<file path="src/sv/assert_macros.svh">
// Assertion helpers shared by the RTL. Define ASSERT_OFF to compile them out.
`ifndef ASSERT_MACROS_SVH
`define ASSERT_MACROS_SVH

`ifndef ASSERT_OFF

`define ASSERT_ALWAYS(lbl, clk, rst_n, expr) \
    lbl: assert property (@(posedge clk) disable iff (!rst_n) (expr)) \
        else $error("assertion failed");

`define ASSERT_IMPLIES(lbl, clk, rst_n, ante, cons) \
    lbl: assert property (@(posedge clk) disable iff (!rst_n) (ante) |-> (cons)) \
        else $error("assertion failed");

`define ASSERT_NEXT(lbl, clk, rst_n, ante, cons) \
    lbl: assert property (@(posedge clk) disable iff (!rst_n) (ante) |=> (cons)) \
        else $error("assertion failed");

`else

`define ASSERT_ALWAYS(lbl, clk, rst_n, expr)
`define ASSERT_IMPLIES(lbl, clk, rst_n, ante, cons)
`define ASSERT_NEXT(lbl, clk, rst_n, ante, cons)

`endif

`endif

</file>
<file path="src/sv/stn_pkg.sv">
package stn_pkg;

    localparam int MAX_RES = 4;
    localparam int QDEPTH  = 4;
    localparam int CNT_W   = $clog2(MAX_RES + 1);
    localparam int IDX_W   = $clog2(MAX_RES);

    localparam logic [7:0] LEAD_EF = 8'hEF;
    localparam logic [7:0] LEAD_E3 = 8'hE3;
    localparam logic [7:0] MID_EF  = 8'hBC;
    localparam logic [7:0] MID_E3  = 8'h80;
    localparam logic [7:0] SPACE   = 8'h20;
    localparam logic [7:0] CASE_BIT = 8'h20;
    localparam logic [7:0] UPPER_A = 8'h41;
    localparam logic [7:0] UPPER_Z = 8'h5A;

    // One queue entry: the results caused by one input transaction.
    typedef struct packed {
        logic [MAX_RES-1:0][7:0] data;
        logic [CNT_W-1:0]        cnt;
        logic                    bare;
        logic                    last;
    } entry_t;

    // Results gathered so far while an item is examined, plus separator state.
    typedef struct packed {
        logic [MAX_RES-1:0][7:0] data;
        logic [CNT_W-1:0]        cnt;
        logic                    sp;
        logic                    ea;
    } acc_t;

    function automatic logic is_sep(input logic [7:0] c);
        logic r;
        case (c) inside
            [8'h09:8'h0D], 8'h20, 8'h3F, 8'h2E, 8'h2C, 8'h3A, 8'h3B,
            8'h21, 8'h22, 8'h27, 8'h28, 8'h29: r = 1'b1;
            default: r = 1'b0;
        endcase
        return r;
    endfunction

    function automatic logic is_lead(input logic [7:0] c);
        return (c == LEAD_EF) || (c == LEAD_E3);
    endfunction

    function automatic logic is_mid(input logic [7:0] h0, input logic [7:0] c);
        return ((h0 == LEAD_EF) && (c == MID_EF)) || ((h0 == LEAD_E3) && (c == MID_E3));
    endfunction

    function automatic logic is_tail(input logic [7:0] h0, input logic [7:0] c);
        logic r;
        r = 1'b0;
        if (h0 == LEAD_EF) begin
            case (c) inside
                8'h9F, 8'h8C, 8'h9A, 8'h9B, 8'h81, 8'h88, 8'h89: r = 1'b1;
                default: r = 1'b0;
            endcase
        end else if (h0 == LEAD_E3) begin
            case (c) inside
                8'h82, 8'h8A, 8'h8B: r = 1'b1;
                default: r = 1'b0;
            endcase
        end
        return r;
    endfunction

    function automatic acc_t push(input acc_t a, input logic [7:0] v);
        acc_t r;
        r = a;
        if (r.cnt < CNT_W'(MAX_RES)) begin
            r.data[r.cnt[IDX_W-1:0]] = v;
            r.cnt = r.cnt + 1'b1;
        end
        return r;
    endfunction

    // A byte that is not part of a full CJK mark: separator or text.
    function automatic acc_t plain(input acc_t a, input logic [7:0] c);
        acc_t r;
        r = a;
        if (is_sep(c)) begin
            if (r.ea) begin
                r.sp = 1'b1;
            end
        end else begin
            if (r.sp && r.ea) begin
                r = push(r, SPACE);
            end
            r.sp = 1'b0;
            if ((c >= UPPER_A) && (c <= UPPER_Z)) begin
                r = push(r, c | CASE_BIT);
            end else begin
                r = push(r, c);
            end
            r.ea = 1'b1;
        end
        return r;
    endfunction

endpackage

</file>
<file path="src/sv/search_text_normalizer_top.sv">
// Path: accepted bytes write their results into the queue, and the back end loads them from
// the queue head into the output register that drives m_valid.
// Throughput: one input byte per cycle and one result per cycle while m_ready is high; a byte
// that causes several results has them sent one by one from its queue entry, and s_ready drops
// only when the four-entry queue between front and back end is full.
// Reset: synchronous, active-low aresetn clears the held prefix, separator state,
// queue and output register; the block is ready in the first cycle after reset.
module search_text_normalizer_top import stn_pkg::*; (
    input  logic       aclk,
    input  logic       aresetn,
    input  logic       s_valid,
    output logic       s_ready,
    input  logic [7:0] s_in_byte,
    input  logic       s_end_of_text,
    output logic       m_valid,
    input  logic       m_ready,
    output logic [7:0] m_out_byte,
    output logic       m_has_byte,
    output logic       m_end_of_result
);

    logic   q_full;
    logic   q_push;
    entry_t q_entry;
    logic   q_valid;
    entry_t q_head;
    logic   q_pop;

    stn_front u_front (
        .aclk          (aclk),
        .aresetn       (aresetn),
        .s_valid       (s_valid),
        .s_ready       (s_ready),
        .s_in_byte     (s_in_byte),
        .s_end_of_text (s_end_of_text),
        .q_full        (q_full),
        .q_push        (q_push),
        .q_entry       (q_entry)
    );

    stn_queue u_queue (
        .aclk       (aclk),
        .aresetn    (aresetn),
        .push       (q_push),
        .push_entry (q_entry),
        .full       (q_full),
        .head_valid (q_valid),
        .head_entry (q_head),
        .pop        (q_pop)
    );

    stn_back u_back (
        .aclk            (aclk),
        .aresetn         (aresetn),
        .q_valid         (q_valid),
        .q_head          (q_head),
        .q_pop           (q_pop),
        .m_valid         (m_valid),
        .m_ready         (m_ready),
        .m_out_byte      (m_out_byte),
        .m_has_byte      (m_has_byte),
        .m_end_of_result (m_end_of_result)
    );

endmodule

</file>
<file path="src/sv/stn_front.sv">
`include "assert_macros.svh"

module stn_front import stn_pkg::*; (
    input  logic       aclk,
    input  logic       aresetn,
    input  logic       s_valid,
    output logic       s_ready,
    input  logic [7:0] s_in_byte,
    input  logic       s_end_of_text,
    input  logic       q_full,
    output logic       q_push,
    output entry_t     q_entry
);

    logic [7:0] held0_reg, held0_next;
    logic [7:0] held1_reg, held1_next;
    logic [1:0] held_cnt_reg, held_cnt_next;
    logic       space_pending_reg;
    logic       emitted_any_reg;
    logic       accept;
    acc_t       acc;

    assign s_ready = !q_full;
    assign accept  = s_valid && s_ready;

    always_comb begin
        acc           = '0;
        acc.sp        = space_pending_reg;
        acc.ea        = emitted_any_reg;
        held_cnt_next = 2'd0;
        held0_next    = held0_reg;
        held1_next    = held1_reg;
        case (held_cnt_reg)
            2'd0: begin
                if (is_lead(s_in_byte)) begin
                    held_cnt_next = 2'd1;
                    held0_next    = s_in_byte;
                end else begin
                    acc = plain(acc, s_in_byte);
                end
            end
            2'd1: begin
                if (is_mid(held0_reg, s_in_byte)) begin
                    held_cnt_next = 2'd2;
                    held1_next    = s_in_byte;
                end else begin
                    acc = plain(acc, held0_reg);
                    if (is_lead(s_in_byte)) begin
                        held_cnt_next = 2'd1;
                        held0_next    = s_in_byte;
                    end else begin
                        acc = plain(acc, s_in_byte);
                    end
                end
            end
            2'd2: begin
                if (is_mid(held0_reg, held1_reg) && is_tail(held0_reg, s_in_byte)) begin
                    // A full CJK mark acts as one separator.
                    if (acc.ea) begin
                        acc.sp = 1'b1;
                    end
                end else begin
                    acc = plain(acc, held0_reg);
                    acc = plain(acc, held1_reg);
                    if (is_lead(s_in_byte)) begin
                        held_cnt_next = 2'd1;
                        held0_next    = s_in_byte;
                    end else begin
                        acc = plain(acc, s_in_byte);
                    end
                end
            end
            default: begin
                held_cnt_next = 2'd0;
            end
        endcase

        // At end of text an unfinished prefix goes out as ordinary bytes.
        if (s_end_of_text) begin
            if (held_cnt_next != 2'd0) begin
                acc = plain(acc, held0_next);
            end
            if (held_cnt_next == 2'd2) begin
                acc = plain(acc, held1_next);
            end
        end

        q_entry.data = acc.data;
        q_entry.bare = (acc.cnt == '0);
        q_entry.cnt  = (acc.cnt == '0) ? CNT_W'(1) : acc.cnt;
        q_entry.last = s_end_of_text;
        q_push       = accept && ((acc.cnt != '0) || s_end_of_text);
    end

    always_ff @(posedge aclk) begin
        if (!aresetn) begin
            held_cnt_reg      <= 2'd0;
            space_pending_reg <= 1'b0;
            emitted_any_reg   <= 1'b0;
        end else if (accept) begin
            if (s_end_of_text) begin
                held_cnt_reg      <= 2'd0;
                space_pending_reg <= 1'b0;
                emitted_any_reg   <= 1'b0;
            end else begin
                held_cnt_reg      <= held_cnt_next;
                space_pending_reg <= acc.sp;
                emitted_any_reg   <= acc.ea;
            end
        end
    end

    always_ff @(posedge aclk) begin
        if (accept) begin
            held0_reg <= held0_next;
            held1_reg <= held1_next;
        end
    end

    `ASSERT_ALWAYS(a_held_cnt_range, aclk, aresetn, held_cnt_reg != 2'd3)
    `ASSERT_IMPLIES(a_held_is_lead, aclk, aresetn, held_cnt_reg != 2'd0, held0_reg == LEAD_EF || held0_reg == LEAD_E3)
    `ASSERT_IMPLIES(a_space_after_text, aclk, aresetn, space_pending_reg, emitted_any_reg)
    `ASSERT_NEXT(a_end_clears, aclk, aresetn, accept && s_end_of_text, held_cnt_reg == 2'd0 && !emitted_any_reg && !space_pending_reg)

endmodule

</file>
<file path="src/sv/stn_queue.sv">
module stn_queue import stn_pkg::*; (
    input  logic   aclk,
    input  logic   aresetn,
    input  logic   push,
    input  entry_t push_entry,
    output logic   full,
    output logic   head_valid,
    output entry_t head_entry,
    input  logic   pop
);

    localparam int PTR_W = (QDEPTH > 1) ? $clog2(QDEPTH) : 1;
    localparam int QCNT_W = $clog2(QDEPTH + 1);

    entry_t              mem_reg [QDEPTH];
    logic [PTR_W-1:0]    wr_ptr_reg;
    logic [PTR_W-1:0]    rd_ptr_reg;
    logic [QCNT_W-1:0]   count_reg;
    logic                do_push;
    logic                do_pop;

    assign full       = (count_reg == QCNT_W'(QDEPTH));
    assign head_valid = (count_reg != '0);
    assign head_entry = mem_reg[rd_ptr_reg];
    assign do_push    = push && !full;
    assign do_pop     = pop && head_valid;

    always_ff @(posedge aclk) begin
        if (!aresetn) begin
            wr_ptr_reg <= '0;
            rd_ptr_reg <= '0;
            count_reg  <= '0;
        end else begin
            if (do_push) begin
                wr_ptr_reg <= (wr_ptr_reg == PTR_W'(QDEPTH - 1)) ? '0 : wr_ptr_reg + 1'b1;
            end
            if (do_pop) begin
                rd_ptr_reg <= (rd_ptr_reg == PTR_W'(QDEPTH - 1)) ? '0 : rd_ptr_reg + 1'b1;
            end
            if (do_push && !do_pop) begin
                count_reg <= count_reg + 1'b1;
            end else if (do_pop && !do_push) begin
                count_reg <= count_reg - 1'b1;
            end
        end
    end

    always_ff @(posedge aclk) begin
        if (do_push) begin
            mem_reg[wr_ptr_reg] <= push_entry;
        end
    end

endmodule

</file>
<file path="src/sv/stn_back.sv">
`include "assert_macros.svh"

module stn_back import stn_pkg::*; (
    input  logic       aclk,
    input  logic       aresetn,
    input  logic       q_valid,
    input  entry_t     q_head,
    output logic       q_pop,
    output logic       m_valid,
    input  logic       m_ready,
    output logic [7:0] m_out_byte,
    output logic       m_has_byte,
    output logic       m_end_of_result
);

    logic             m_valid_reg;
    logic [7:0]       m_out_byte_reg;
    logic             m_has_byte_reg;
    logic             m_end_reg;
    logic [IDX_W-1:0] idx_reg;
    logic             load;
    logic             at_last;
    logic [CNT_W-1:0] last_idx;

    assign last_idx = q_head.cnt - 1'b1;
    assign at_last  = (idx_reg == last_idx[IDX_W-1:0]);
    // The output register is refilled from a waiting queue entry whenever it is empty or being drained.
    assign load     = q_valid && (!m_valid_reg || m_ready);
    assign q_pop    = load && at_last;

    always_ff @(posedge aclk) begin
        if (!aresetn) begin
            m_valid_reg <= 1'b0;
            idx_reg     <= '0;
        end else begin
            if (load) begin
                m_valid_reg <= 1'b1;
                idx_reg     <= at_last ? '0 : idx_reg + 1'b1;
            end else if (m_ready) begin
                m_valid_reg <= 1'b0;
            end
        end
    end

    always_ff @(posedge aclk) begin
        if (load) begin
            m_out_byte_reg <= q_head.bare ? 8'h00 : q_head.data[idx_reg];
            m_has_byte_reg <= !q_head.bare;
            m_end_reg      <= q_head.last && at_last;
        end
    end

    assign m_valid         = m_valid_reg;
    assign m_out_byte      = m_out_byte_reg;
    assign m_has_byte      = m_has_byte_reg;
    assign m_end_of_result = m_end_reg;

    `ASSERT_IMPLIES(a_bare_is_end, aclk, aresetn, m_valid_reg && !m_has_byte_reg, m_end_reg && m_out_byte_reg == 8'h00)
    `ASSERT_IMPLIES(a_idx_in_entry, aclk, aresetn, q_valid, {1'b0, idx_reg} < q_head.cnt)
    `ASSERT_NEXT(a_pop_resets_idx, aclk, aresetn, q_pop, idx_reg == '0)

endmodule
</file>
<file path="config.mk">
export PLATFORM = sky130hd
export DESIGN_NAME = search_text_normalizer_top
export DESIGN_NICKNAME = d
export VERILOG_FILES = /design/src/sv/stn_pkg.sv /design/src/sv/search_text_normalizer_top.sv /design/src/sv/stn_front.sv /design/src/sv/stn_queue.sv /design/src/sv/stn_back.sv
export VERILOG_INCLUDE_DIRS = /design/src /design/src/sv
export SDC_FILE = /design/constraint.sdc
export NUM_CORES = 1
export LEC_CHECK = 0
export ABC_AREA = 0
export BUFFER_PORTS_ARGS = -buffer_cell sky130_fd_sc_hd__buf_2
export CORE_AREA = 8 8 135 200
export CTS_CLUSTER_DIAMETER = 40
export DETAILED_ROUTE_END_ITERATION = 6
export DIE_AREA = 0 0 143 208
export GPL_TIMING_DRIVEN = 1
export PLACE_DENSITY = 0.59
export REMOVE_ABC_BUFFERS = 1
export SETUP_SLACK_MARGIN = 0.3
export SKIP_LAST_GASP = 1
export SLEW_MARGIN = 20
export SYNTH_ARGS = -nofsm -noshare
export SYNTH_HDL_FRONTEND = slang
export SYNTH_SLANG_ARGS = --single-unit
export TNS_END_PERCENT = 1
</file>
<file path="constraint.sdc">
create_clock -name aclk -period 7.85 [get_ports aclk]
set_input_delay 1.1775 -clock aclk [delete_from_list [all_inputs] [get_ports aclk]]
set_output_delay 1.1775 -clock aclk [all_outputs]
set_load 0.05 [all_outputs]
</file>
==> results of run 1 <==
power breakdown:
group / total (W) / internal, W / switching, W
sequential: 0.00132 / 0.00124 / 0.0000751
clock: 0.000819 / 0.000439 / 0.000379
combinational: 0.000937 / 0.000388 / 0.000548
total: 0.00307 / 0.00207 / 0.00100
repair_timing:
action / in CTS / in global routing
endpoints found under the setup margin: 0 / 112
setup buffers: 0 / 16
gates resized for setup: 0 / 6
metrics by stage:
stage               hold WS (ns)  worst slack, ns  power (W)
floorplan                  0.468            0.930    0.00201
global placement           0.463            0.803    0.00225
detailed placement         0.476            0.692    0.00227
CTS                        0.484            0.666    0.00308
global route               0.508            0.338    0.00322
finish                     0.481            0.873    0.00307
routing by layer:
metal / wire length (um) / vias up
li1: - / 3659
met1: 12000 / 3978
met4: 1550 / 0
met5: 0 / -
met3: 1550 / 85
met2: 16400 / 345
cell usage after synthesis, types with 11 or more instances:
library cell,number,area (um2)
and2_1,26,163
nand3_1,14,70.1
nand2_1,88,330
nor2_1,50,188
edfxtp_1,170,5100
a21oi_1,35,175
inv_1,31,116
ha_1,28,350
a222oi_1,13,130
nor3_1,16,80.1
a31oi_1,11,68.8
o21ai_0,60,300
dfxtp_1,16,320
o22ai_1,19,119
o211ai_1,13,97.6
clkbuf_1,42,158
buf_2,12,60.1
a32oi_1,12,105
nor2b_1,17,106
nand2b_1,11,68.8
mux4_2,44,991
critical path, delay by kind of cell (launching register included):
family	cells	cell delay [ns]
buffers and inverters	1	0.11
AO/OA/AOI/OAI	12	2.54
adder cells (fa/ha/maj)	6	1.80
AND/OR/NAND/NOR	8	1.49
XOR/XNOR	1	0.15
flip-flops	1	0.55
final cells by class:
cell class	instances	area, um2	area share [%]
clock buffers	19	433	3.64
repair buffers	73	483	4.06
clock inverters	12	115	0.968
flip-flops and latches	186	5430	45.7
multi-input cells	637	4900	41.3
inverters	32	120	1.01
well taps	324	405	3.41
final timing paths:
check	startpoint	end	slack (ns)
min	u_back.m_valid$_SDFFE_PN0P_	u_back.m_valid$_SDFFE_PN0P_	0.48
max reg2reg	u_front.held1_reg[3]$_DFFE_PP_	u_queue.mem_reg[1][2]$_DFFE_PP_	0.87
min reg2reg	u_back.m_valid$_SDFFE_PN0P_	u_back.m_valid$_SDFFE_PN0P_	0.48
max	u_front.held1_reg[3]$_DFFE_PP_	u_queue.mem_reg[1][2]$_DFFE_PP_	0.87
kinds of logic after synthesis:
family / count (synthesis) / synth area share (%)
AO/OA/AOI/OAI: 274 / 18.6
AND/OR/NAND/NOR: 273 / 12.9
flip-flops: 186 / 50.7
buffers and inverters: 94 / 3.65
multiplexers: 49 / 9.73
adder cells (fa/ha/maj): 29 / 3.46
XOR/XNOR: 12 / 0.983
==> results.md, run 1 <==
* Leakage Power at between 4 and 5 nW
* Total gr overflow at 0
* Unrepaired setup endpoints after global routing: false
* Drt initial violations at 980
* Nets@finish at around 990
* H-Tree Depth at 4
* Most frequent cells in the layout: edfxtp_1 (170), nand2_1 (88), o21ai_0 (59)
* Die area at 29700 um2
* Hold path cells at 2
* Worst VDD drop at 0.000165 V
* Share of cells above drive strength 1 at 19.0%
* Antenna violations before repair at 0
* Initial Utilization at 44.4%
* Area delta synth->final at 11.2%
* First-pass GRT wire length at 48.5 mm
* Async SR Flop Fraction at 0%
* Final setup fails at 0
* Min cycle time layout at 6.98 ns
* Clock Tree Root: clkbuf_16
* Critical path class: reg -> reg
* Rel. slew slack at 30.0%
* Core ar. at about 24000 um2
* Grt met3 use at 3.19%
* Final ANT Viol Nets at 0
* Drt pass-1 iters at 6
* Worst EP required at approximately 8 ns
* Routing usage on met2 at 37.7%
* Layer with the highest usage: met2
* CP arrival at 7.11 ns
* Final period utilization at 88.9%
* Measured slew at the worst slew-check pin at around 1.0 ns
* DP Area at 11200 um2
* Main synth FF type: edfxtp_1
* R2R depth at 28
* Crit end category: register
* Clk_lat worst skew at 0.44 ns
* Wire length per cell at 24.6 um
* Vias in the first global route at 7965
* Yosys cell types at 90
* TNS Setup at 0 ns
* # rows at 70
* Pin count of the biggest net entering global routing at 37
* Post-Syn Area at 10700 um2
* # port buffers at 24
* Die height at about 210 um
* Die width at 143 um
* Final Max Slew Viols at 0
* MaxCap Viol Count at 0
* Finished Cell Area at ~12000 um2
* Diode count at 0
* Crit path largest cell delay at around 0.55 ns
* Final routed DRC violation total at 0
* Post-route non-filler standard cell count at 1283
* Cell count after synthesis at between 900 and 1000
* Most frequent CP cell: ha_1
* Hold Crit Class: reg -> reg
* Hold Violations, Final at 0
* Sequential-to-total area share from yosys stat at 50.7%
* DRT Wirelength at 31.5 mm
* GP Congestion at around 1.1
* Largest register FFs at 144
* Dpl cells at around 1200
* CTS Buffer Depth at 2
* Hold Buf Count CTS at 0
* Clock skew at 0.0128 ns
* Final Util at 49.4%
* Crit path max fanout at 12
* Avg Synthesized Cell Area at 11.7 um2
* Clk sinks at 186
* Fill cell count at around 2200
* Post-synth EDFFs at 170
* Status: completed
* Num ports at 25
* Slowest cell on crit path: edfxtp_1
* DP HPWL at 22.2 mm
* Worst Setup Start Kind: register
* Fmax at between 100 and 150 MHz
* Clk slew on worst S/H paths at ~0.070 ns
* Synthesized flop and latch total at 186
* Via count at 8067
* YS warnings at 0
* CTS Buf Count at 17
* DR vias/cell at 6.29
* TritonCTS clock tree: done
* All-Layer GR Usage at 21.7%
* Global-route track usage on met1 at 24.9%
* Commonest non-fill, non-tap cell in the layout: edfxtp_1
* Pwr per Cell Area at 258 nW/um2
(Power assumes the default switching activity.)
==> inputs of run 2 (changes only) <==
Settings changed: RECOVER_POWER set to 25.
==> results.md, run 2 (same netlist as run 1, synthesis figures left out) <==
* Status: complete, but fails checks
* Failing checks: DRC, capacitance limit, slew limit
* Num ports at 25 (unchanged)
* Clk slew on worst S/H paths at 0.06 ns (about the same)
* Leakage Power at 4.10 nW (-1.7%)
* CTS Buffer Depth at 2 (unchanged)
* Hold Buf Count CTS at 0 (unchanged)
* Final period utilization at 91.5% (+2.6 points)
* CP arrival at 7.32 ns (+0.21 ns)
* Hold Violations, Final at 0 (unchanged)
* Crit end category: register
* Clk sinks at 186 (unchanged)
* CP top delay family: compound AO/OA/AOI/OAI gates
* Crit path max fanout at 25 (+13)
* Drt pass-1 iters at 7 (+1)
* Dpl cells at 1236 (unchanged)
* # port buffers at 24 (unchanged)
* Final routed DRC violation total at 3 (+3)
* Unrepaired setup endpoints after global routing: false
* Die area at 29700 um2 (unchanged)
* Pin count of the biggest net entering global routing at 37 (unchanged)
* Vias in the first global route at 7965 (unchanged)
* Worst setup margin at 0.667 ns (-0.206 ns)
* H-Tree Depth at 4 (unchanged)
* Via count at 8025 (-0.52%)
* Critical path class: in -> reg
* Cell Chain, Critical Path: clkbuf_1 > xnor2_1 > a211o_1 > a2bb2oi_2 > and2_1 > buf_4 > a32o_1 > a21oi_4 > ha_1 > o21ai_0 > ha_1 > and2_1 > a2bb2oi_1 > and2_1 > nor2_1 > ha_1 > o211a_1 > a211oi_1 > nor2_1 > ha_1 > nor2_1 > a31oi_1 > o311ai_1 > o211ai_1
* Share of cells above drive strength 1 at 16.7% (-2.3 points)
* Worst EP required at 7.99 ns (about the same)
* Setup Slack @ Placement at 0.692 ns (unchanged)
* Min cycle time layout at 7.18 ns (+0.206 ns)
* Fmax at 139 MHz (-2.9%)
* Largest register FFs at 144 (unchanged)
* DRT Wirelength at 31.5 mm (-0.20%)
* Worst VDD drop at 0.000141 V (-14%)
* Pwr per Cell Area at 259 nW/um2 (+0.42%)
* TritonCTS clock tree: done
* Wire length per cell at 24.5 um (-0.20%)
* Final ANT Viol Nets at 0 (unchanged)
* Antenna violations before repair at 0 (unchanged)
* Core ar. at 24100 um2 (unchanged)
* TNS Setup at 0 ns (unchanged)
* Slowest cell on crit path: clkbuf_1
* Clock Tree Root: clkbuf_16
* MaxCap Viol Count at 1 (+1)
* Most frequent cells in the layout: edfxtp_1 (170), nand2_1 (88), o21ai_0 (59)
* Commonest non-fill, non-tap cell in the layout: edfxtp_1
* Total gr overflow at 0 (unchanged)
* WP buf/inv at 2 (+1)
* Nets@finish at 989 (unchanged)
* Final setup fails at 0 (unchanged)
* Rel. slew slack at -110% (-140 points)
* Die height at 208 um (unchanged)
* Area delta synth->final at 10.6%
* Crit path largest cell delay at 0.64 ns (+0.09 ns)
* Clk_lat worst skew at 0.44 ns (about the same)
* All-Layer GR Usage at 21.7% (unchanged)
* Measured slew at the worst slew-check pin at 3.15 ns (+2.10 ns)
* Clock skew at 0.0124 ns (-0.000438 ns)
* Final Max Slew Viols at 37 (+37)
* Most frequent CP cell: ha_1
* # rows at 70 (unchanged)
* Worst Setup Start Kind: input port
* DP HPWL at 22.2 mm (unchanged)
* DR vias/cell at 6.25 (-0.52%)
* Hold Crit Class: reg -> reg
* Post-route non-filler standard cell count at 1283 (unchanged)
* GP Congestion at 1.05 (unchanged)
* Initial Utilization at 44.4% (unchanged)
* Drt initial violations at 972 (-0.82%)
* Die width at 143 um (unchanged)
* First-pass GRT wire length at 48.5 mm (unchanged)
* CTS Buf Count at 17 (unchanged)
* Diode count at 0 (unchanged)
-- run 2: repair_timing --
action / in CTS / in global routing
gates resized for setup: 0 / 6
setup buffers: 0 / 16
endpoints found under the setup margin: 0 / 112
-- run 2: cell type report --
type | count | area [um2]
clock buffer | 19 | 433
timing repair buffer | 73 | 442
sequential | 186 | 5430
clock inverter | 12 | 115
tap | 324 | 405
inverter | 32 | 120
fill | 2179 | 12300
multi-input combinational | 637 | 4890
-- run 2: report_power, final --
group,leakage (nW),internal [W],switching [W]
logic,2.09,0.000387,0.000549
registers,1.74,0.00124,0.0000757
clock network,0.266,0.000439,0.000378
-- run 2: metrics by stage --
stage	hold WS (ns)	util [%]	area [um2]	power, W
6_report	0.486	49.1	11800	0.00307
5_1_grt	0.513	49.1	11800	0.00323
4_1_cts	0.484	48.8	11800	0.00308
3_5_place_dp	0.476	46.5	11200	0.00227
3_3_place_gp	0.463	46.5	11200	0.00225
2_1_floorplan	0.468	-	10400	0.00201
-- run 2: worst reg2reg max path, delay by kind of cell, from the launching register on --
kind | cells | cell delay [ns]
adder cells (fa/ha/maj) | 5 | 1.48
AO/OA/AOI/OAI | 12 | 2.43
XOR/XNOR | 1 | 0.16
buffers and inverters | 4 | 0.74
AND/OR/NAND/NOR | 7 | 1.34
flip-flops | 1 | 0.55
-- run 2: layer usage --
metal	part of all wire, %	global-route usage, %
met1	39	24.9
met2	52	37.7
met3	4.0	3.19
met4	4.5	11.8
met5	0	0
-- run 2: final timing paths --
path	start	to	slack [ns]	cells past startpoint
setup / recovery	s_in_byte[2]	u_queue.mem_reg[1][2]$_DFFE_PP_	0.67	24
hold / removal	u_back.m_valid$_SDFFE_PN0P_	u_back.m_valid$_SDFFE_PN0P_	0.49	2
setup reg to reg	u_front.held1_reg[3]$_DFFE_PP_	u_queue.mem_reg[1][2]$_DFFE_PP_	0.85	29
hold reg to reg	u_back.m_valid$_SDFFE_PN0P_	u_back.m_valid$_SDFFE_PN0P_	0.49	2
==> inputs of run 3 (changes only) <==
Settings changed: REMOVE_ABC_BUFFERS 1 to not set.
==> results.md, run 3 (same netlist as run 1, synthesis figures left out) <==
* Final setup fails at 0 (unchanged)
* Most frequent CP cell: ha_1
* DP HPWL at 23.1 mm (+4.1%)
* Hold_ws at 0.480 ns (-0.00614 ns)
* Final Max Slew Viols at 57 (+54%)
* Core ar. at 24100 um2 (unchanged)
* Die area at 29700 um2 (unchanged)
* Fill cell count at 2163 (-0.73%)
* Measured slew at the worst slew-check pin at 3.06 ns (-0.0828 ns)
* Total gr overflow at 0 (unchanged)
* Clk_lat worst skew at 0.43 ns (about the same)
* Commonest non-fill, non-tap cell in the layout: edfxtp_1
* TritonCTS clock tree: done
* Vias in the first global route at 8054 (+1.1%)
* Crit path max fanout at 12 (-52%)
* Initial Utilization at 44.4% (unchanged)
* Worst Setup Start Kind: register
* Drt initial violations at 852 (-12%)
* Wire length per cell at 24.8 um (+0.96%)
* Hold Buf Count CTS at 0 (unchanged)
* Layer with the highest usage: met2
* Min-Delay Endpoint: u_back.m_valid$_SDFFE_PN0P_
* Die height at 208 um (unchanged)
* First-pass GRT wire length at 48.4 mm (-0.20%)
* Fmax at 138 MHz (-0.89%)
* Largest register FFs at 144 (unchanged)
* R2R Path End: u_queue.mem_reg[1][11]$_DFFE_PP_
* Pin count of the biggest net entering global routing at 37 (unchanged)
* Share of cells above drive strength 1 at 16.9% (+0.17 points)
* Slowest cell on crit path: edfxtp_1
* Routing usage on met2 at 38.6% (+0.85 points)
* Via count at 8119 (+1.2%)
* Worst EP required at 7.98 ns (about the same)
* Clk slew on worst S/H paths at 0.07 ns (about the same)
* TNS Setup at 0 ns (unchanged)
* # port buffers at 24 (unchanged)
* Worst VDD drop at 0.000162 V (+15%)
* Diode count at 0 (unchanged)
* Hold Startpoint: u_back.m_valid$_SDFFE_PN0P_
* Crit path largest cell delay at 0.51 ns (-0.13 ns)
* Leakage Power at 4.13 nW (+0.86%)
* # rows at 70 (unchanged)
* Clock Tree Root: clkbuf_16
* GP Congestion at 0.985 (-6.5%)
* Hold Crit Class: reg -> reg
* CTS Buffer Depth at 2 (unchanged)
* All-Layer GR Usage at 21.7% (about the same)
* DR vias/cell at 6.32 (+1.0%)
* Most frequent cells in the layout: edfxtp_1 (170), nand2_1 (88), o21ai_0 (58)
* Drt pass-1 iters at 6 (-1)
* R2R depth at 27 (-6.9%)
* CTS Buf Count at 17 (unchanged)
* R2R Setup Slk at 0.60 ns (-0.25 ns)
* Post-Syn Nets at 959
* Hold Violations, Final at 0 (unchanged)
* Clock skew at 0.00893 ns (-0.00346 ns)
* Unrepaired setup endpoints after global routing: true
* MaxCap Viol Count at 2 (+1)
* Clk sinks at 186 (unchanged)
* Status: complete, but fails checks
* Num ports at 25 (unchanged)
* Nets@finish at 993 (+0.40%)
* Final period utilization at 92.3% (+0.82 points)
* DRT Wirelength at 31.8 mm (+1.1%)
* Grt met3 use at 2.64% (-0.55 points)
* Crit end category: register
* Critical path class: reg -> reg
* Pwr per Cell Area at 261 nW/um2 (+0.62%)
* Die width at 143 um (unchanged)
* Hold path cells at 2 (unchanged)
* CP arrival at 7.37 ns (+0.05 ns)
* Failing checks: capacitance limit, slew limit
* Worst R2R Start: u_front.held1_reg[5]$_DFFE_PP_
* Min cycle time layout at 7.25 ns (+0.0642 ns)
* Global-route track usage on met1 at 23.6% (-1.3 points)
* Rel. slew slack at -104% (+5.5 points)
* H-Tree Depth at 4 (unchanged)
* Final routed DRC violation total at 0 (-3)
* Area delta synth->final at 11.1%
* Final ANT Viol Nets at 0 (unchanged)
* Antenna violations before repair at 0 (unchanged)
[run 3: final cells by class]
class                           count  area (um2)  share of cell area [%]
Sequential cell                   186        5430                    45.6
Clock buffer                       17         425                    3.58
Multi-Input combinational cell    637        4870                    41.0
Tap cell                          324         405                    3.41
Clock inverter                     12         140                    1.18
Timing Repair Buffer               77         497                    4.18
Inverter                           32         120                    1.01
[run 3: power breakdown]
group	internal [W]	switching, W	leakage (nW)	total (W)
registers	0.00124	0.0000773	1.74	0.00132
logic	0.000389	0.000549	2.12	0.000938
clock network	0.000469	0.000378	0.274	0.000847
[run 3: worst max path at each step]
stage	endpoint	cells past startpoint	from
after global routing	u_queue.mem_reg[1][13]$_DFFE_PP_	27	u_front.held1_reg[5]$_DFFE_PP_
after CTS	u_queue.mem_reg[0][2]$_DFFE_PP_	28	u_front.held0_reg[3]$_DFFE_PP_
after floorplan	u_queue.mem_reg[0][3]$_DFFE_PP_	26	s_in_byte[2]
final	u_queue.mem_reg[1][11]$_DFFE_PP_	27	u_front.held1_reg[5]$_DFFE_PP_
after detailed placement	u_queue.mem_reg[3][15]$_DFFE_PP_	27	u_front.held1_reg[0]$_DFFE_PP_
after global placement	u_queue.mem_reg[0][3]$_DFFE_PP_	28	u_front.held1_reg[0]$_DFFE_PP_
[run 3: per-stage QoR]
| step | total power [W] | instances | instance area, um2 | utilization (%) | setup slack (ns) |
|---|---|---|---|---|---|
| 2_1_floorplan | 0.00203 | 917 | 10700 | - | 1.11 |
| 3_3_place_gp | 0.00227 | 1236 | 11200 | 46.5 | 0.664 |
| 3_5_place_dp | 0.00227 | 1236 | 11200 | 46.5 | 0.598 |
| 4_1_cts | 0.00312 | 1265 | 11800 | 48.9 | 0.542 |
| 5_1_grt | 0.00325 | 1285 | 11900 | 49.4 | 0.159 |
| 6_report | 0.00310 | 1285 | 11900 | 49.4 | 0.602 |
[run 3: per-layer routing]
metal  up-vias  share of wire [%]
li1       3663                  -
met5         -                  0
met4         0                6.1
met2       318                 52
met3       113                4.2
met1      4025                 37
[run 3: worst max-delay path: cells and delay by family (launching register included)]
family,cells,cell delay [ns]
flip-flops,1,0.51
buffers and inverters,1,0.13
AO/OA/AOI/OAI,12,2.99
AND/OR/NAND/NOR,7,1.37
XOR/XNOR,1,0.17
adder cells (fa/ha/maj),6,1.76
[run 3: repair_timing]
| action | CTS | global route |
|---|---|---|
| setup endpoints to repair | 0 | 116 |
| buffers inserted | 0 | 20 |
| resized for setup | 0 | 6 |
